<file path="config.mk">
export PLATFORM = sky130hd
export DESIGN_NAME = tlb_refill_replacement_unit
export DESIGN_NICKNAME = d
export VERILOG_FILES = /design/src/rtl/tlbrr_pkg.sv /design/src/rtl/tlbrr_regs.sv /design/src/rtl/tlbrr_ctrl.sv /design/src/rtl/tlbrr_dp.sv /design/src/rtl/tlb_refill_replacement_unit.sv
export SDC_FILE = /design/constraint.sdc
export NUM_CORES = 1
export LEC_CHECK = 0
export BUFFER_PORTS_ARGS = -buffer_cell sky130_fd_sc_hd__buf_4
export CAP_MARGIN = 10
export CORE_AREA = 2 2 249 177
export DETAILED_ROUTE_END_ITERATION = 10
export DIE_AREA = 0 0 251 179
export SLEW_MARGIN = 5
export SYNTH_ARGS = -nofsm -noshare
export SYNTH_HDL_FRONTEND = slang
export SYNTH_HIERARCHICAL = 1
export SYNTH_SLANG_ARGS = --single-unit
</file>
<file path="constraint.sdc">
create_clock -name clk -period 3.4 [get_ports clk]
set_input_delay 0.34 -clock clk [delete_from_list [all_inputs] [get_ports clk]]
set_output_delay 0.34 -clock clk [all_outputs]
set_load 0.005 [all_outputs]
</file>
<file path="src/rtl/tlbrr_pkg.sv">
// Package for the TLB refill and replacement unit.
// Holds sizes, status and policy codes, register addresses and the
// controller-to-datapath command and status structs. No dependencies.
package tlbrr_pkg;

    // TLB geometry and entry field widths.
    localparam int TLB_ENTRIES = 4;
    localparam int AGE_BITS    = 16;
    localparam int FRAME_BITS  = 8;
    localparam int SLOT_BITS   = $clog2(TLB_ENTRIES);
    localparam int PAGE_BITS   = 12;
    localparam int SIZE_BITS   = 13;
    localparam int FLAG_BITS   = 3;
    localparam int STATUS_BITS = 2;
    localparam int SLOT_FIELD_BITS = 2;

    // Configuration port.
    localparam int DATA_BITS = 32;
    localparam int ADDR_BITS = 3;
    localparam logic [ADDR_BITS-1:0] ADDR_POLICY = 3'd0;
    localparam logic [ADDR_BITS-1:0] ADDR_SIZE   = 3'd4;

    // Replacement policy codes.
    localparam logic POLICY_LRU = 1'b0;
    localparam logic POLICY_RR  = 1'b1;

    // Result status codes.
    localparam logic [STATUS_BITS-1:0] STATUS_LOADED       = 2'd0;
    localparam logic [STATUS_BITS-1:0] STATUS_OUT_OF_RANGE = 2'd1;
    localparam logic [STATUS_BITS-1:0] STATUS_NOT_RESIDENT = 2'd2;

    // Commands from the controller to the datapath.
    typedef struct packed {
        logic capture;
        logic step;
        logic commit;
    } cmd_t;

    // Status from the datapath to the controller.
    typedef struct packed {
        logic scan_last;
    } stat_t;

endpackage

</file>
<file path="src/rtl/tlbrr_regs.sv">
// Configuration register file of the TLB refill unit (APB-style port).
// Depends on tlbrr_pkg.
module tlbrr_regs
(
    input  logic                                  clk,
    input  logic                                  rst_n,
    input  logic                                  psel,
    input  logic                                  penable,
    input  logic                                  pwrite,
    input  logic [tlbrr_pkg::ADDR_BITS-1:0]       paddr,
    input  logic [tlbrr_pkg::DATA_BITS-1:0]       pwdata,
    output logic [tlbrr_pkg::DATA_BITS-1:0]       prdata,
    output logic                                  pready,
    output logic                                  policy_mode,
    output logic [tlbrr_pkg::SIZE_BITS-1:0]       page_table_size
);

    logic                              policy_reg;
    logic [tlbrr_pkg::SIZE_BITS-1:0]   size_reg;
    logic                              wr_en;

    assign pready = 1'b1;
    assign wr_en  = psel && penable && pwrite && pready;

    always_ff @(posedge clk or negedge rst_n)
    begin
        if (!rst_n)
        begin
            policy_reg <= tlbrr_pkg::POLICY_LRU;
            size_reg   <= '0;
        end
        else if (wr_en)
        begin
            if (paddr == tlbrr_pkg::ADDR_POLICY)
            begin
                policy_reg <= pwdata[0];
            end
            if (paddr == tlbrr_pkg::ADDR_SIZE)
            begin
                size_reg <= pwdata[tlbrr_pkg::SIZE_BITS-1:0];
            end
        end
    end

    always_comb
    begin
        unique case (paddr)
            tlbrr_pkg::ADDR_POLICY: prdata = tlbrr_pkg::DATA_BITS'(policy_reg);
            tlbrr_pkg::ADDR_SIZE:   prdata = tlbrr_pkg::DATA_BITS'(size_reg);
            default:                prdata = '0;
        endcase
    end

    assign policy_mode     = policy_reg;
    assign page_table_size = size_reg;

endmodule

</file>
<file path="src/rtl/tlbrr_ctrl.sv">
// Sequencer of the TLB refill unit: capture, slot scan, commit.
// Depends on tlbrr_pkg.
module tlbrr_ctrl
(
    input  logic              clk,
    input  logic              rst_n,
    input  logic              start,
    input  tlbrr_pkg::stat_t  stat,
    output tlbrr_pkg::cmd_t   cmd,
    output logic              busy
);

    localparam logic [1:0] ST_IDLE   = 2'd0;
    localparam logic [1:0] ST_SCAN   = 2'd1;
    localparam logic [1:0] ST_COMMIT = 2'd2;

    logic [1:0] state_reg;
    logic [1:0] state_next;

    always_ff @(posedge clk or negedge rst_n)
    begin
        if (!rst_n)
        begin
            state_reg <= ST_IDLE;
        end
        else
        begin
            state_reg <= state_next;
        end
    end

    always_comb
    begin
        state_next  = state_reg;
        cmd.capture = 1'b0;
        cmd.step    = 1'b0;
        cmd.commit  = 1'b0;
        unique case (state_reg)
            ST_IDLE:
            begin
                if (start)
                begin
                    cmd.capture = 1'b1;
                    state_next  = ST_SCAN;
                end
            end
            ST_SCAN:
            begin
                cmd.step = 1'b1;
                if (stat.scan_last)
                begin
                    state_next = ST_COMMIT;
                end
            end
            ST_COMMIT:
            begin
                cmd.commit = 1'b1;
                state_next = ST_IDLE;
            end
            default:
            begin
                state_next = ST_IDLE;
            end
        endcase
    end

    assign busy = (state_reg != ST_IDLE);

`ifndef SYNTHESIS
    // The commit always follows the last scan step.
    a_commit_after_scan: assert property (@(posedge clk) disable iff (!rst_n)
        cmd.commit |-> $past(cmd.step && stat.scan_last))
        else $error("commit without a completed scan");

    // A captured item always enters the scan on the next cycle.
    a_capture_then_scan: assert property (@(posedge clk) disable iff (!rst_n)
        cmd.capture |=> (state_reg == ST_SCAN))
        else $error("capture not followed by scan");
`endif

endmodule

</file>
<file path="src/rtl/tlbrr_dp.sv">
// Datapath of the TLB refill unit: TLB entry storage, ages, victim pointer,
// the one-slot-per-cycle scan and the result register. Depends on tlbrr_pkg.
module tlbrr_dp
(
    input  logic                                      clk,
    input  logic                                      rst_n,
    input  tlbrr_pkg::cmd_t                           cmd,
    output tlbrr_pkg::stat_t                          stat,
    input  logic                                      policy_mode,
    input  logic [tlbrr_pkg::SIZE_BITS-1:0]           page_table_size,
    input  logic [tlbrr_pkg::PAGE_BITS-1:0]           page_number,
    input  logic [tlbrr_pkg::FRAME_BITS-1:0]          frame_number,
    input  logic                                      page_resident,
    input  logic                                      read_only,
    input  logic                                      used_bit,
    input  logic                                      dirty_bit,
    output logic                                      done,
    output logic [tlbrr_pkg::STATUS_BITS-1:0]         status,
    output logic [tlbrr_pkg::SLOT_FIELD_BITS-1:0]     slot,
    output logic                                      evicted,
    output logic [tlbrr_pkg::PAGE_BITS-1:0]           evicted_page,
    output logic                                      load_needed
);

    localparam int N = tlbrr_pkg::TLB_ENTRIES;
    localparam int SB = tlbrr_pkg::SLOT_BITS;
    localparam logic [SB-1:0] LAST_IDX = SB'(N - 1);
    localparam logic [tlbrr_pkg::AGE_BITS-1:0] AGE_MAX = '1;

    // TLB entries.
    logic [N-1:0]                       valid_reg;
    logic [tlbrr_pkg::PAGE_BITS-1:0]    page_reg  [N];
    logic [tlbrr_pkg::FRAME_BITS-1:0]   frame_reg [N];
    logic [tlbrr_pkg::FLAG_BITS-1:0]    flags_reg [N];
    logic [tlbrr_pkg::AGE_BITS-1:0]     age_reg   [N];
    logic [SB-1:0]                      ptr_reg;

    // Captured item.
    logic [tlbrr_pkg::PAGE_BITS-1:0]    in_page_reg;
    logic [tlbrr_pkg::FRAME_BITS-1:0]   in_frame_reg;
    logic                               in_res_reg;
    logic [tlbrr_pkg::FLAG_BITS-1:0]    in_flags_reg;

    // Scan state.
    logic [SB-1:0]                      idx_reg;
    logic                               found_reg;
    logic [SB-1:0]                      free_reg;
    logic [SB-1:0]                      best_idx_reg;
    logic [tlbrr_pkg::AGE_BITS-1:0]     best_age_reg;

    // Result register.
    logic                                    done_reg;
    logic [tlbrr_pkg::STATUS_BITS-1:0]       status_reg;
    logic [tlbrr_pkg::SLOT_FIELD_BITS-1:0]   slot_reg;
    logic                                    evicted_reg;
    logic [tlbrr_pkg::PAGE_BITS-1:0]         evicted_page_reg;
    logic                                    load_needed_reg;

    // Commit decision.
    logic                               range_bad;
    logic                               not_res;
    logic                               load_ok;
    logic                               is_lru;
    logic [SB-1:0]                      slot_sel;
    logic [tlbrr_pkg::AGE_BITS-1:0]     cur_age;

    assign stat.scan_last = (idx_reg == LAST_IDX);
    assign cur_age        = age_reg[idx_reg];

    assign is_lru    = (policy_mode == tlbrr_pkg::POLICY_LRU);
    assign range_bad = ({1'b0, in_page_reg} >= page_table_size);
    assign not_res   = (policy_mode == tlbrr_pkg::POLICY_RR) && !in_res_reg;
    assign load_ok   = !range_bad && !not_res;

    always_comb
    begin
        if (found_reg)
        begin
            slot_sel = free_reg;
        end
        else if (is_lru)
        begin
            slot_sel = best_idx_reg;
        end
        else
        begin
            slot_sel = ptr_reg;
        end
    end

    // Item capture, no reset needed.
    always_ff @(posedge clk)
    begin
        if (cmd.capture)
        begin
            in_page_reg  <= page_number;
            in_frame_reg <= frame_number;
            in_res_reg   <= page_resident;
            in_flags_reg <= {dirty_bit, used_bit, read_only};
        end
    end

    // Scan: one slot a cycle, tracking the first free slot and the oldest one.
    always_ff @(posedge clk or negedge rst_n)
    begin
        if (!rst_n)
        begin
            idx_reg      <= '0;
            found_reg    <= 1'b0;
            free_reg     <= '0;
            best_idx_reg <= '0;
            best_age_reg <= '0;
        end
        else if (cmd.capture)
        begin
            idx_reg   <= '0;
            found_reg <= 1'b0;
        end
        else if (cmd.step)
        begin
            if (!stat.scan_last)
            begin
                idx_reg <= idx_reg + SB'(1);
            end
            if (!valid_reg[idx_reg] && !found_reg)
            begin
                found_reg <= 1'b1;
                free_reg  <= idx_reg;
            end
            if ((idx_reg == '0) || (cur_age > best_age_reg))
            begin
                best_age_reg <= cur_age;
                best_idx_reg <= idx_reg;
            end
        end
    end

    // Entry update at commit.
    always_ff @(posedge clk or negedge rst_n)
    begin
        if (!rst_n)
        begin
            valid_reg <= '0;
            ptr_reg   <= '0;
            for (int i = 0; i < N; i++)
            begin
                page_reg[i]  <= '0;
                frame_reg[i] <= '0;
                flags_reg[i] <= '0;
                age_reg[i]   <= '0;
            end
        end
        else if (cmd.commit && load_ok)
        begin
            if (is_lru)
            begin
                for (int i = 0; i < N; i++)
                begin
                    if (SB'(i) == slot_sel)
                    begin
                        age_reg[i] <= '0;
                    end
                    else if ((valid_reg[i] || !found_reg) && (age_reg[i] != AGE_MAX))
                    begin
                        age_reg[i] <= age_reg[i] + tlbrr_pkg::AGE_BITS'(1);
                    end
                end
            end
            else if (!found_reg)
            begin
                ptr_reg <= (ptr_reg == LAST_IDX) ? '0 : ptr_reg + SB'(1);
            end
            valid_reg[slot_sel] <= 1'b1;
            page_reg[slot_sel]  <= in_page_reg;
            frame_reg[slot_sel] <= in_frame_reg;
            flags_reg[slot_sel] <= in_flags_reg;
        end
    end

    // Result strobe.
    always_ff @(posedge clk or negedge rst_n)
    begin
        if (!rst_n)
        begin
            done_reg <= 1'b0;
        end
        else
        begin
            done_reg <= cmd.commit;
        end
    end

    always_ff @(posedge clk)
    begin
        if (cmd.commit)
        begin
            if (range_bad)
            begin
                status_reg       <= tlbrr_pkg::STATUS_OUT_OF_RANGE;
                slot_reg         <= '0;
                evicted_reg      <= 1'b0;
                evicted_page_reg <= '0;
                load_needed_reg  <= 1'b0;
            end
            else if (not_res)
            begin
                status_reg       <= tlbrr_pkg::STATUS_NOT_RESIDENT;
                slot_reg         <= '0;
                evicted_reg      <= 1'b0;
                evicted_page_reg <= '0;
                load_needed_reg  <= 1'b0;
            end
            else
            begin
                status_reg       <= tlbrr_pkg::STATUS_LOADED;
                slot_reg         <= tlbrr_pkg::SLOT_FIELD_BITS'(slot_sel);
                evicted_reg      <= !found_reg;
                evicted_page_reg <= found_reg ? '0 : page_reg[slot_sel];
                load_needed_reg  <= is_lru && !in_res_reg;
            end
        end
    end

    assign done         = done_reg;
    assign status       = status_reg;
    assign slot         = slot_reg;
    assign evicted      = evicted_reg;
    assign evicted_page = evicted_page_reg;
    assign load_needed  = load_needed_reg;

`ifndef SYNTHESIS
    // A result strobe appears only in the cycle after a commit.
    a_done_after_commit: assert property (@(posedge clk) disable iff (!rst_n)
        done |-> $past(cmd.commit))
        else $error("result strobe without commit");

    // A loaded item always leaves its slot valid.
    a_slot_valid: assert property (@(posedge clk) disable iff (!rst_n)
        (cmd.commit && load_ok) |=> valid_reg[$past(slot_sel)])
        else $error("written slot not valid");
`endif

endmodule

</file>
<file path="src/rtl/tlb_refill_replacement_unit.sv">
// Top level of the TLB refill and replacement unit.
// Depends on tlbrr_pkg, tlbrr_regs, tlbrr_ctrl and tlbrr_dp.
//
// Usage: a refill item (page number, frame number and page-table flags) is
// accepted at a rising edge where start is high and busy is low. The unit
// then walks the TLB one slot per cycle, finding the lowest free slot and
// the oldest slot, and then commits the refill. The result
// (status, slot, evicted, evicted_page, load_needed) is shown for exactly
// one cycle with done high; the receiver cannot stall it.
// A new item is not taken until the last one is committed; busy goes low
// again while its result is shown, so the next item may be accepted then.
// The slot scan makes one age compare per cycle.
// Configuration: policy_mode at byte address 0 and page_table_size at byte
// address 4, written through the APB-style port while the unit is idle.
// Reset (rst_n low, asynchronous) clears both registers, all TLB entries,
// their ages and the round-robin pointer; busy and done go low.
// The rejected cases (page out of range, or a non-resident page under
// round-robin) leave the TLB untouched and report zero slot fields.
module tlb_refill_replacement_unit
(
    input  logic                                      clk,
    input  logic                                      rst_n,
    input  logic                                      start,
    output logic                                      busy,
    input  logic [tlbrr_pkg::PAGE_BITS-1:0]           page_number,
    input  logic [tlbrr_pkg::FRAME_BITS-1:0]          frame_number,
    input  logic                                      page_resident,
    input  logic                                      read_only,
    input  logic                                      used_bit,
    input  logic                                      dirty_bit,
    output logic                                      done,
    output logic [tlbrr_pkg::STATUS_BITS-1:0]         status,
    output logic [tlbrr_pkg::SLOT_FIELD_BITS-1:0]     slot,
    output logic                                      evicted,
    output logic [tlbrr_pkg::PAGE_BITS-1:0]           evicted_page,
    output logic                                      load_needed,
    input  logic                                      psel,
    input  logic                                      penable,
    input  logic                                      pwrite,
    input  logic [tlbrr_pkg::ADDR_BITS-1:0]           paddr,
    input  logic [tlbrr_pkg::DATA_BITS-1:0]           pwdata,
    output logic [tlbrr_pkg::DATA_BITS-1:0]           prdata,
    output logic                                      pready
);

    // Configuration values seen by the datapath.
    logic                               policy_mode;
    logic [tlbrr_pkg::SIZE_BITS-1:0]    page_table_size;

    // Controller to datapath command and status.
    tlbrr_pkg::cmd_t                    cmd;
    tlbrr_pkg::stat_t                   stat;

    tlbrr_regs u_regs
    (
        .clk             (clk),
        .rst_n           (rst_n),
        .psel            (psel),
        .penable         (penable),
        .pwrite          (pwrite),
        .paddr           (paddr),
        .pwdata          (pwdata),
        .prdata          (prdata),
        .pready          (pready),
        .policy_mode     (policy_mode),
        .page_table_size (page_table_size)
    );

    // The controller takes an item only while idle, then sequences the
    // scan and the commit.
    tlbrr_ctrl u_ctrl
    (
        .clk   (clk),
        .rst_n (rst_n),
        .start (start),
        .stat  (stat),
        .cmd   (cmd),
        .busy  (busy)
    );

    // The datapath holds the TLB, the ages and the pointer, and registers
    // the result for its one-cycle strobe.
    tlbrr_dp u_dp
    (
        .clk             (clk),
        .rst_n           (rst_n),
        .cmd             (cmd),
        .stat            (stat),
        .policy_mode     (policy_mode),
        .page_table_size (page_table_size),
        .page_number     (page_number),
        .frame_number    (frame_number),
        .page_resident   (page_resident),
        .read_only       (read_only),
        .used_bit        (used_bit),
        .dirty_bit       (dirty_bit),
        .done            (done),
        .status          (status),
        .slot            (slot),
        .evicted         (evicted),
        .evicted_page    (evicted_page),
        .load_needed     (load_needed)
    );

endmodule

</file>
==> After elaboration in Yosys (flattened, before gate mapping) <==
Cells that the tools add are included.
Widths: inputs -> output; s select.
{ "totals": {"ff_bits": 189, "latchBits": 0, "mem_bits_rw": 0, "mem_bits_ro": 0, "input_bits": 65, "output_inout_bits": 53, "elab_cells": 148, "n_memories": 0} }
{ "classes": {"addsub": 6, "multipliers": 0, "div_mod_pow": 0, "magnitude_cmp": 8, "n_eq_ne": 15, "shifts": 0, "n_mux": 39, "n_bitwise": 6, "n_reduce_logical": 48} }
{ "op_table": {"columns": ["operator", "count"], "rows": [
  ["$mux 16", 10],
  ["$add 16x1->16 const B", 4],
  ["$ne 16x16->1 const B", 4],
  ["$bwmux 48", 1],
  ["$mux 12", 3],
  ["$bmux 16 s2", 1],
  ["$pmux 13 s2", 1],
  ["$bmux 12 s2", 1],
  ["$demux 12 s2", 1],
  ["$reduce_and 3->1", 7],
  ["$mux 2", 9],
  ["$gt 16x16->1", 1],
  ["$reduce_bool 2->1", 7],
  ["$ge 12x13->1", 1],
  ["$logic_and 1x1->1", 13],
  ["$reduce_and 2->1", 5],
  ["$mux 1", 9],
  ["$eq 2x2->1 const B", 3],
  ["$ge 3x3->1 const B", 2],
  ["$logic_not 2->1", 3],
  ["$lt 2x3->1 const B", 2],
  ["$ne 2x2->1 const B", 3],
  ["$not 2->3", 2],
  ["$logic_not 1->1", 5],
  ["other kinds (16)", 24]
]} }

==> Logic depth before layout (Yosys ltp) <==
Gate-level depths: netlist of run 1.
{ "logic_depth": {"depth_word": 8, "mapped_depth": 11} }

==> Hierarchy <==
Netlist of run 1, hierarchy kept.
{ "modules_own_cells": {"columns": ["mod", "n_inst", "cells_each", "area_each_um2"], "rows": [
  ["tlbrr_dp", 1, 821, 9571.7],
  ["tlbrr_regs", 1, 71, 872.1],
  ["tlbrr_ctrl", 1, 11, 116.4]
]} }

==> Worst setup path after synthesis of run 1 <==
OpenSTA, ideal clock, no wires.
{ "synth_timing": {"path_kind": "register to register", "start": "register u_dp.idx_reg[0]", "end": "register u_dp/best_age_reg[0] (netlist name)", "setup_ps": 125, "arrival_ps": 2963, "required_ps": 3275, "path_slack_ps": 312, "stages_incl_launch_ff": 10, "n_path_buf": 2, "period_less_slack_ps": 3088, "path_cell_list": "dfrtp_1 > buf_2 > mux4_2 > ha_1 > nand4_1 > nor4_1 > a21oi_1 > a21oi_4 > buf_4 > mux2_2"} }
{ "synth_via": {"elab_chain_cells": 7} }
{ "synth_lines": {"columns": ["element", "line_no", "rtl"], "rows": [
  ["from (decl)", "tlbrr_dp.sv:45", "logic [SB-1:0] idx_reg;"],
  ["from (signal assigned)", "tlbrr_dp.sv:123", "idx_reg <= idx_reg + SB'(1);"],
  ["$not 2->3 (implied by the code)", "tlbrr_dp.sv:68", "assign cur_age = age_reg[idx_reg];"],
  ["$bmux 16 s2", "tlbrr_dp.sv:68", null],
  ["$mux 16 (implied by the code) (2 in series)", "tlbrr_dp.sv:68", null],
  ["net u_dp.cur_age, one bit", "tlbrr_dp.sv:65", "logic [tlbrr_pkg::AGE_BITS-1:0] cur_age;"],
  ["$gt 16x16->1", "tlbrr_dp.sv:130", "if ((idx_reg == '0) || (cur_age > best_age_reg))"],
  ["$logic_or 1x1->1", "tlbrr_dp.sv:130", null],
  ["$reduce_and 3->1 (no line)", null, null],
  ["to (signal assigned)", "tlbrr_dp.sv:132", "best_age_reg <= cur_age;"],
  ["to (decl)", "tlbrr_dp.sv:49", "logic [tlbrr_pkg::AGE_BITS-1:0] best_age_reg;"]
]} }
The timed path passes the listed nets, and every way through them passes these cells. The select of a mux whose other input is x is not followed.
A chain may end at the register's enable or synchronous reset.

==> Worst setup path after layout of run 1 <==
{ "layout_timing": {"start": "register u_dp.idx_reg[1]", "end": "register u_dp.best_idx_reg[0]"} }
{ "layout_via": {"elab_chain_cells": 7} }
{ "layout_lines": {"columns": ["element", "line_no", "rtl"], "rows": [
  ["$not 2->3 (implied by the code)", "tlbrr_dp.sv:68", null],
  ["$bmux 16 s2", "tlbrr_dp.sv:68", null],
  ["$mux 16 (implied by the code) (2 in series)", "tlbrr_dp.sv:68", null],
  ["net u_dp.cur_age, one bit", "tlbrr_dp.sv:65", null],
  ["$gt 16x16->1", "tlbrr_dp.sv:130", null],
  ["$logic_or 1x1->1", "tlbrr_dp.sv:130", null],
  ["$reduce_and 3->1 (no line)", null, null],
  ["to (signal assigned)", "tlbrr_dp.sv:133", "best_idx_reg <= idx_reg;"],
  ["to (decl)", "tlbrr_dp.sv:48", "logic [SB-1:0] best_idx_reg;"]
]} }
The timed path passes the listed nets, and every way through them passes these cells. The select of a mux whose other input is x is not followed.

==> impl_metrics.csv, run 1 <==
group,metric,value,unit
timing,slew_headroom,38.6,%
die,die-area,0.0449,mm²
die,ios,118,
status,violations,"hold timing",
yosys,synth_seq_cells,189,
critical_path,critPathArrivalTime,3.56,ns
critical_path,crit_path_start_kind,"register",
die,num_rows,64,
placed_design,gp_congestion,0.831,
power,total_leakage_power,5.17,nW
timing,finalCritPeriodShare,95.1,%
finish,nNetsFinal,1066,
clock_tree,cts_tree,"built",
grt,track_usage,11.9,%
clock_tree,postCtsSetupRepairBufs,0,
timing,hold_viol_final,20,
grt,grt_remaining_overflow,0,
timing,slew_violations,0,
power,ir_worst_vdd,0.345,mV
routing,routed_wl,26700,µm
yosys,synth_flop_cell,"dfrtp_1",
critical_path,end_kind,"register",
clock_tree,clk_pin_slew_worst_paths,0.07,ns
routing,via_per_inst,4.84,
yosys,synth_edf_count,31,
timing,worst_slew_pin_slew,0.918,ns
grt,grt_max_degree,91,
yosys,syn_inst,903,
finish,instances_no_fill,1541,
critical_path,worstPathCellList,"mux4_2 > ha_1 > nand4_1 > nor4_1 > a21oi_1 > a21oi_4 > buf_4 > mux2_2",
yosys,avgSynthCellArea,11.7,µm²
power,power_density,619,mW/mm²
placed_design,portBuffers,67,
grt,grt_pass1_vias,7004,
timing,max_freq,0.309,GHz
placed_design,dpl.hpwl,19400,µm
clock_tree,numClockSinks,189,
finish,mostFrequentLayoutCells,"dfrtp_1, buf_4, o21ai_0",
timing,timing.hold.ws,-0.0320,ns
die,die_y,179,µm
timing,period_needed,3.23,ns
yosys,netlist_area,0.0106,mm²
placed_design,place_ws,0.195,ns
die,core,0.0429,mm²
finish,area_delta_synth_final,15.1,%
yosys,synthArstFlopShare,83.6,%
yosys,synth_cell_type_count,79,
critical_path,slowest_delay,0.80,ns
finish,largest_reg_flops,64,
timing,fin_tns_setup,0,ns
die,initial_utilization,24.6,%
timing,fin_ws,0.168,ns
critical_path,crit_type,"reg2reg",
clock_tree,clockRootBuffer,"clkbuf_16",
timing,setup_viol,0,
yosys,ys_warn_count,6,
clock_tree,h-tree-depth,4,
timing,skew,0.0122,ns
routing,drt-initial-drc-count,648,
critical_path,critPathSlowestCell,"dfrtp_1",
clock_tree,cts_hold_buf,0,
clock_tree,cts.path.max_buffers,2,
finish,final_common_cell,"dfrtp_1",
critical_path,crit-reg2reg-launch,"u_dp/idx_reg[1]",
finish,fillers,4375,
die,fp.dieW,251,µm
placed_design,place_inst,1507,
finish,multi_input_area,0.00517,mm²
routing,wl_per_cell,17.3,µm
routing,num_vias,7455,
critical_path,crit_required,3.73,ns
routing,drc,0,
clock_tree,clk_latency,0.45,ns
run,cap_violations,0,
clock_tree,numCtsBuffers,17,
grt,antenna_found_initial,1,
clock_tree,cts.repair.resized,0,
routing,postRouteAntennaNets,0,
yosys,yosysSeqAreaShare,46.3,%
critical_path,crit_start,"u_dp/idx_reg[1]",
routing,first_pass_iters,5,
min_path,hp-class,"in2async",
critical_path,crit_fanout,16,
grt,grt_pass1_wl,41200,µm
finish,drive_gt1_share,26.5,%
status,outcome,"finished, violations left",
finish,register_area,0.00488,mm²
timing,rsz0062_at_grt,"no",
-- through the flow --
step | cell area (µm²) | total power [mW] | util [%]
6_report | 12200 | 7.52 | 28.3
5_1_grt | 12200 | 7.94 | 28.3
4_1_cts | 12100 | 7.58 | 28.3
3_5_place_dp | 11600 | 5.59 | 27.0
3_3_place_gp | 11600 | 5.50 | 27.0
2_1_floorplan | 10600 | 4.86 | -
-- critical path: cells and delay by family, from the launching register on --
kind	cells	cell delay, ns
multiplexers	2	0.80
adder cells (fa/ha/maj)	1	0.33
flip-flops	1	0.80
AND/OR/NAND/NOR	2	0.61
buffers and inverters	1	0.22
AO/OA/AOI/OAI	2	0.36
-- Yosys cell counts (all sizes together), types with 7 or more instances --
library cell	count	area [µm²]
inv	39	146
nor3	15	96.4
and2	28	179
a21oi	33	199
nand4	22	204
and3	10	63.8
nand2	44	165
o21ai	79	425
dfrtp	158	3950
edfxtp	31	931
clkbuf	12	47.6
nand2b	17	109
nand3	33	178
buf	50	383
nor2	53	209
a31oi	24	150
a211oi	7	57.6
mux4	28	649
ha	35	438
mux2	82	1100
o31ai	32	240
-- final cells by class --
class / count / area share, %
Tap cell: 561 / 5.77
Clock inverter: 15 / 1.26
Timing Repair Buffer: 88 / 5.57
Inverter: 39 / 1.20
Antenna cell: 1 / 0.0206
Multi-Input combinational cell: 631 / 42.5
Clock buffer: 17 / 3.50
Sequential cell: 189 / 40.2
-- power by group --
part / switching, mW / leakage, nW / internal (mW)
registers: 0.347 / 2.44 / 2.69
clock network: 0.990 / 0.274 / 0.979
logic: 1.30 / 2.46 / 1.21
-- cell families after synthesis --
family	Yosys count	share of synthesized area [%]
DFF	189	46.3
adders and majority gates	35	4.15
buffers and inverters	101	5.46
xor gates and xnor gates	1	0.0830
other	2	0.0711
AOI/OAI and AO/OA	210	13.1
muxes	116	17.3
and+or+nand+nor	249	13.7
-- worst paths after layout --
kind | depth (start not counted) | slack [ns] | endpoint
hold / removal | 1 | -0.03 | u_dp/best_age_reg[6]
hold reg to reg | 1 | 0.49 | u_dp/valid_reg[0]
min in group clk | 1 | 0.06 | u_dp/in_page_reg[10]
setup reg to reg | 8 | 0.17 | u_dp/best_idx_reg[0]
max in group asynchronous | 2 | 2.50 | u_regs/page_table_size[11]
setup / recovery | 8 | 0.17 | u_dp/best_idx_reg[0]
-- routing by layer --
metal | global-route usage (%) | part of all wire [%] | routed length [µm]
met5 | 0 | 0 | 0
met4 | 3.40 | 1.6 | 417
met3 | 4.05 | 7.7 | 2060
met2 | 16.0 | 41 | 11100
met1 | 17.7 | 49 | 13100
Power figures use the tool's default switching activity.
==> run 2: changes to the inputs <==
--- a/config.mk
+++ b/config.mk
@@ -9,4 +9,5 @@
 export CAP_MARGIN = 10
 export CORE_AREA = 2 2 249 177
+export CTS_CLUSTER_DIAMETER = 120
 export DETAILED_ROUTE_END_ITERATION = 10
 export DIE_AREA = 0 0 251 179
==> constraint.sdc (replaced) <==
create_clock -name clk -period 3.4 [get_ports clk]
set_input_delay 0.17 -clock clk [delete_from_list [all_inputs] [get_ports clk]]
set_output_delay 0.17 -clock clk [all_outputs]
set_load 0.005 [all_outputs]
==> impl_metrics.csv, run 2 (synthesis results as in run 1) <==
group,metric,value,unit
timing,fin_tns_setup,0,ns
grt,antenna_found_initial,0,
power,p_sw,2.61,mW
critical_path,r2r_cells,9,
routing,drc,0,
timing,hold_viol_final,0,
timing,slew_headroom,16.4,%
finish,instances_no_fill,1569,
routing,drt-initial-drc-count,811,
critical_path,end_kind,"register",
power,ir_worst_vdd,0.309,mV
placed_design,dpl.hpwl,19600,µm
critical_path,critPathArrivalTime,3.42,ns
clock_tree,cts.path.max_buffers,2,
critical_path,crit_start,"u_dp/idx_reg[0]",
critical_path,r2r-end,"u_dp/best_age_reg[4]",
grt,grt_pass1_wl,42800,µm
die,initial_utilization,24.6,%
min_path,min_from,"paddr[0]",
critical_path,critPathSlowestCell,"mux4_2",
die,die-area,0.0449,mm²
power,p_comb_share,33.8,%
routing,via_per_inst,4.88,
die,ios,118,
routing,num_vias,7653,
critical_path,path_buf_inv,2,
clock_tree,postCtsSetupRepairBufs,0,
grt,grt_pass1_vias,7346,
critical_path,crit_path_start_kind,"register",
power,internal_power,5.03,mW
clock_tree,numClockSinks,189,
power,power_frac_clock,26.5,%
timing,skew,0.0130,ns
finish,final_common_cell,"dfrtp_1",
critical_path,worstPathCellList,"buf_12 > mux4_2 > ha_1 > nand4_1 > nor4_1 > a21oi_1 > a21oi_4 > buf_4 > mux2_2",
clock_tree,numCtsBuffers,17,
power,swShare,34.2,%
grt,track_usage,12.3,%
critical_path,crit_type,"reg2reg",
placed_design,portBuffers,67,
critical_path,crit_required,3.72,ns
die,die_y,179,µm
clock_tree,cts_hold_buf,28,
clock_tree,clk_latency,0.45,ns
min_path,hold_end,"u_regs/policy_mode",
finish,finish.utilization,29.0,%
status,outcome,"finished clean",
timing,worst_slew_pin_slew,1.25,ns
clock_tree,clockRootBuffer,"clkbuf_16",
timing,slew_violations,0,
finish,drive_gt1_share,25.6,%
routing,postRouteAntennaNets,0,
routing,wl_per_cell,17.5,µm
finish,largest_reg_flops,64,
critical_path,slowest_delay,0.55,ns
clock_tree,cts.repair.resized,0,
timing,finalCritPeriodShare,91.0,%
run,cap_violations,0,
routing,routed_wl,27500,µm
grt,grt_remaining_overflow,0,
clock_tree,h-tree-depth,4,
min_path,hold_depth,3,
routing,first_pass_iters,6,
placed_design,gp_congestion,0.855,
die,core,0.0429,mm²
clock_tree,cts_tree,"built",
grt,grt_max_degree,70,
die,fp.dieW,251,µm
timing,max_freq,0.323,GHz
power,sequentialPowerShare,39.7,%
die,num_rows,64,
timing,setup_viol,0,
clock_tree,clk_pin_slew_worst_paths,0.07,ns
timing,rsz0062_at_grt,"no",
timing,period_needed,3.09,ns
min_path,hp-class,"in2reg",
critical_path,reg2reg_slack,0.31,ns
finish,nNetsFinal,1094,
critical_path,cp_top_family,"multiplexers",
power,power_density,613,mW/mm²
finish,area_delta_synth_final,18.0,%
critical_path,crit_fanout,22,
critical_path,crit-reg2reg-launch,"u_dp/idx_reg[0]",
finish,mostFrequentLayoutCells,"dfrtp_1, buf_4, o21ai_0",
power,total_leakage_power,5.31,nW
placed_design,place_inst,1508,
run 2: how the worst max path moves through the flow:
stage	slack, ns	cells after the start	to
finish	0.31	9	u_dp/best_age_reg[4]
global route	0.01	9	u_dp/best_age_reg[3]
CTS	0.26	9	u_dp/best_age_reg[6]
detailed placement	0.29	9	u_dp/best_age_reg[6]
global placement	0.33	9	u_dp/best_age_reg[10]
floorplan	0.31	9	u_dp/best_age_reg[0]
run 2: layout make-up:
cell class / instances / area [µm²]
clock inverter: 15 / 159
timing repair buffer: 116 / 970
tap: 561 / 702
sequential: 189 / 4880
inverter: 39 / 146
fill: 4386 / 30500
multi-input combinational: 631 / 5170
antenna: 1 / 2.50
clock buffer: 17 / 425
run 2: metrics by stage:
step	instance area (µm²)	power [mW]	worst slack [ns]	hold WS, ns
CTS	12500	7.68	0.264	0.135
global route	12500	8.09	0.0115	0.150
floorplan	10600	4.86	0.312	-0.126
global placement	11600	5.53	0.330	0.240
detailed placement	11600	5.60	0.286	0.245
finish	12500	7.64	0.306	0.159
run 2: power by group through the flow:
stage                     clock network [mW]  logic [mW]  registers, mW
after floorplan                            0        1.95           2.91
after global placement                     0        2.49           3.04
after detailed placement                   0        2.54           3.06
after CTS                               2.08        2.58           3.02
final                                   2.03        2.58           3.03
after global routing                    2.17        2.84           3.08
run 2: metal layers:
layer	track usage, %	vias up	wire length, µm
met5	0	-	0
met2	17.1	233	11600
li1	-	3516	-
met1	18.6	3884	13700
met3	3.32	20	1890
met4	3.20	0	279
run 2: tightest hold or removal path: stages:
cell and delay (ns):
buf_4 0.12, nor3_1 0.07, mux2_2 0.21
==> run 3: changes to the inputs <==
- CAP_MARGIN: 10 -> default
- CORE_AREA: 2 2 249 177 -> 2 2 184 132
- DIE_AREA: 0 0 251 179 -> 0 0 186 134
- SYNTH_HIERARCHICAL: 1 -> default
==> impl_metrics.csv, run 3 <==
group,metric,value,unit
grt,track_usage,21.7,%
grt,grt_remaining_overflow,0,
power,power_density,655,mW/mm²
routing,first_pass_iters,5,
critical_path,reg2reg_slack,0.27,ns
timing,rsz0062_at_grt,"no",
routing,drt-initial-drc-count,589,
yosys,synth_top_cells_by_count,"dfrtp_1, o21ai_0, nand2_1",
clock_tree,cts.repair.resized,0,
placed_design,portBuffers,67,
clock_tree,postCtsSetupRepairBufs,0,
power,finalPower,7.78,mW
critical_path,critPathArrivalTime,3.46,ns
status,outcome,"finished clean",
finish,final_common_cell,"dfrtp_1",
yosys,avgSynthCellArea,11.4,µm²
routing,postRouteAntennaNets,0,
timing,period_needed,3.13,ns
grt,antenna_found_initial,0,
yosys,synthArstFlopShare,83.6,%
clock_tree,cts_tree,"built",
critical_path,crit_required,3.73,ns
power,total_leakage_power,5.11,nW
yosys,synth_cell_type_count,69,
critical_path,worstPathCellList,"mux4_2 > ha_1 > nand4_1 > nor4_1 > a21oi_1 > a21oi_2 > buf_4 > mux2_2",
clock_tree,clk_latency,0.45,ns
routing,drc,0,
finish,mostFrequentLayoutCells,"dfrtp_1, buf_4, o21ai_0",
die,core,0.0232,mm²
critical_path,cp_top_family,"multiplexers",
die,fp.dieW,186,µm
finish,drive_gt1_share,22.7,%
routing,via_per_inst,5.65,
clock_tree,cts_hold_buf,27,
timing,finalCritPeriodShare,91.9,%
critical_path,critPathSlowestCell,"dfrtp_1",
critical_path,crit_type,"reg2reg",
yosys,yosysTopAreaCell,"dfrtp_1",
timing,skew,0.0108,ns
finish,area_delta_synth_final,15.7,%
placed_design,dpl.hpwl,17800,µm
timing,max_freq,0.320,GHz
yosys,synth_flop_cell,"dfrtp_1",
finish,largest_reg_flops,64,
die,num_rows,47,
min_path,hp-class,"in2reg",
routing,routed_wl,25500,µm
timing,fin_tns_setup,0,ns
yosys,synth_seq_cells,189,
grt,grt_pass1_wl,40900,µm
clock_tree,clockRootBuffer,"clkbuf_16",
yosys,synth_edf_count,31,
placed_design,gp_congestion,0.845,
finish,nNetsFinal,1087,
routing,num_vias,7453,
clock_tree,h-tree-depth,4,
clock_tree,numClockSinks,189,
clock_tree,cts.path.max_buffers,2,
yosys,syn_inst,902,
yosys,yosysSeqAreaShare,47.6,%
finish,antenna_cells,0,
power,ir_worst_vdd,0.401,mV
timing,setup_viol,0,
timing,worst_slew_pin_slew,0.889,ns
clock_tree,clk_pin_slew_worst_paths,0.08,ns
die,die_y,134,µm
critical_path,crit_fanout,15,
die,ios,118,
critical_path,slowest_delay,0.75,ns
run,cap_violations,0,
timing,hold_viol_final,0,
grt,grt_pass1_vias,7072,
yosys,synth_area_leaders,"dfrtp_1, edfxtp_1, mux4_2, mux2_2, ha_1",
grt,grt_max_degree,64,
timing,slew_violations,0,
routing,wl_per_cell,19.4,µm
die,die-area,0.0249,mm²
die,initial_utilization,44.2,%
clock_tree,numCtsBuffers,17,
critical_path,crit_path_start_kind,"register",
yosys,ys_warn_count,0,
timing,slew_headroom,40.4,%
critical_path,path_buf_inv,1,
yosys,yosysMostFrequentCell,"dfrtp_1",
yosys,netlist_area,0.0103,mm²
critical_path,end_kind,"register",
yosys,synth_top_area_share,38.5,%
-- run 3: cell type report --
type,instances,area [µm²]
inverter,42,158
multi-input combinational,621,4900
sequential,189,4880
fill,2076,11300
clock buffer,17,425
tap,318,398
clock inverter,15,154
timing repair buffer,116,967
-- run 3: tightest hold or removal path, stage by stage --
cell     delay, ns
buf_4         0.09
nand2_1       0.08
o21ai_0       0.09
-- run 3: cell families after synthesis --
| kind of cell | synth area share, % |
|---|---|
| XOR/XNOR | 0.0853 |
| adder cells (fa/ha/maj) | 4.26 |
| multiplexers | 15.4 |
| other | 0.0731 |
| AND/OR/NAND/NOR | 14.0 |
| flip-flops | 47.6 |
| buffers and inverters | 5.64 |
| AO/OA/AOI/OAI | 13.0 |
-- run 3: path summary, 6_finish.rpt --
kind                       cells after the start                    to             start
setup / recovery                               8  u_dp.best_age_reg[4]   u_dp.idx_reg[1]
hold / removal                                 3   u_ctrl.state_reg[0]             start
setup reg to reg                               8  u_dp.best_age_reg[4]   u_dp.idx_reg[1]
hold reg to reg                                1      u_dp.page_reg[7]  u_dp.page_reg[7]
max in group asynchronous                      3             u_dp.done             rst_n
min in group asynchronous                      2      u_dp.page_reg[6]             rst_n
-- run 3: per-layer routing --
layer	wire [µm]	GRT usage, %	vias to the layer above
met5	0	0	-
met4	297	5.47	0
met3	1720	5.24	26
met2	10400	28.8	211
met1	13100	34.9	3696
li1	-	-	3520
-- run 3: power by group --
part	total [mW]	internal [mW]	switching [mW]
clock network	2.00	1.04	0.964
registers	3.10	2.73	0.365
logic	2.69	1.33	1.36
total	7.78	5.10	2.68
-- run 3: through the flow --
step | utilization, % | setup WS (ns) | instance area [µm²] | hold slack, ns | cells
6_report | 51.2 | 0.274 | 11900 | 0.0264 | 1318
5_1_grt | 51.2 | 0.131 | 11900 | 0.0377 | 1318
4_1_cts | 51.2 | 0.228 | 11900 | 0.0157 | 1318
3_5_place_dp | 47.5 | 0.249 | 11000 | 0.207 | 1259
3_3_place_gp | 47.5 | 0.317 | 11000 | 0.213 | 1259
2_1_floorplan | - | 0.210 | 10300 | -0.126 | 920
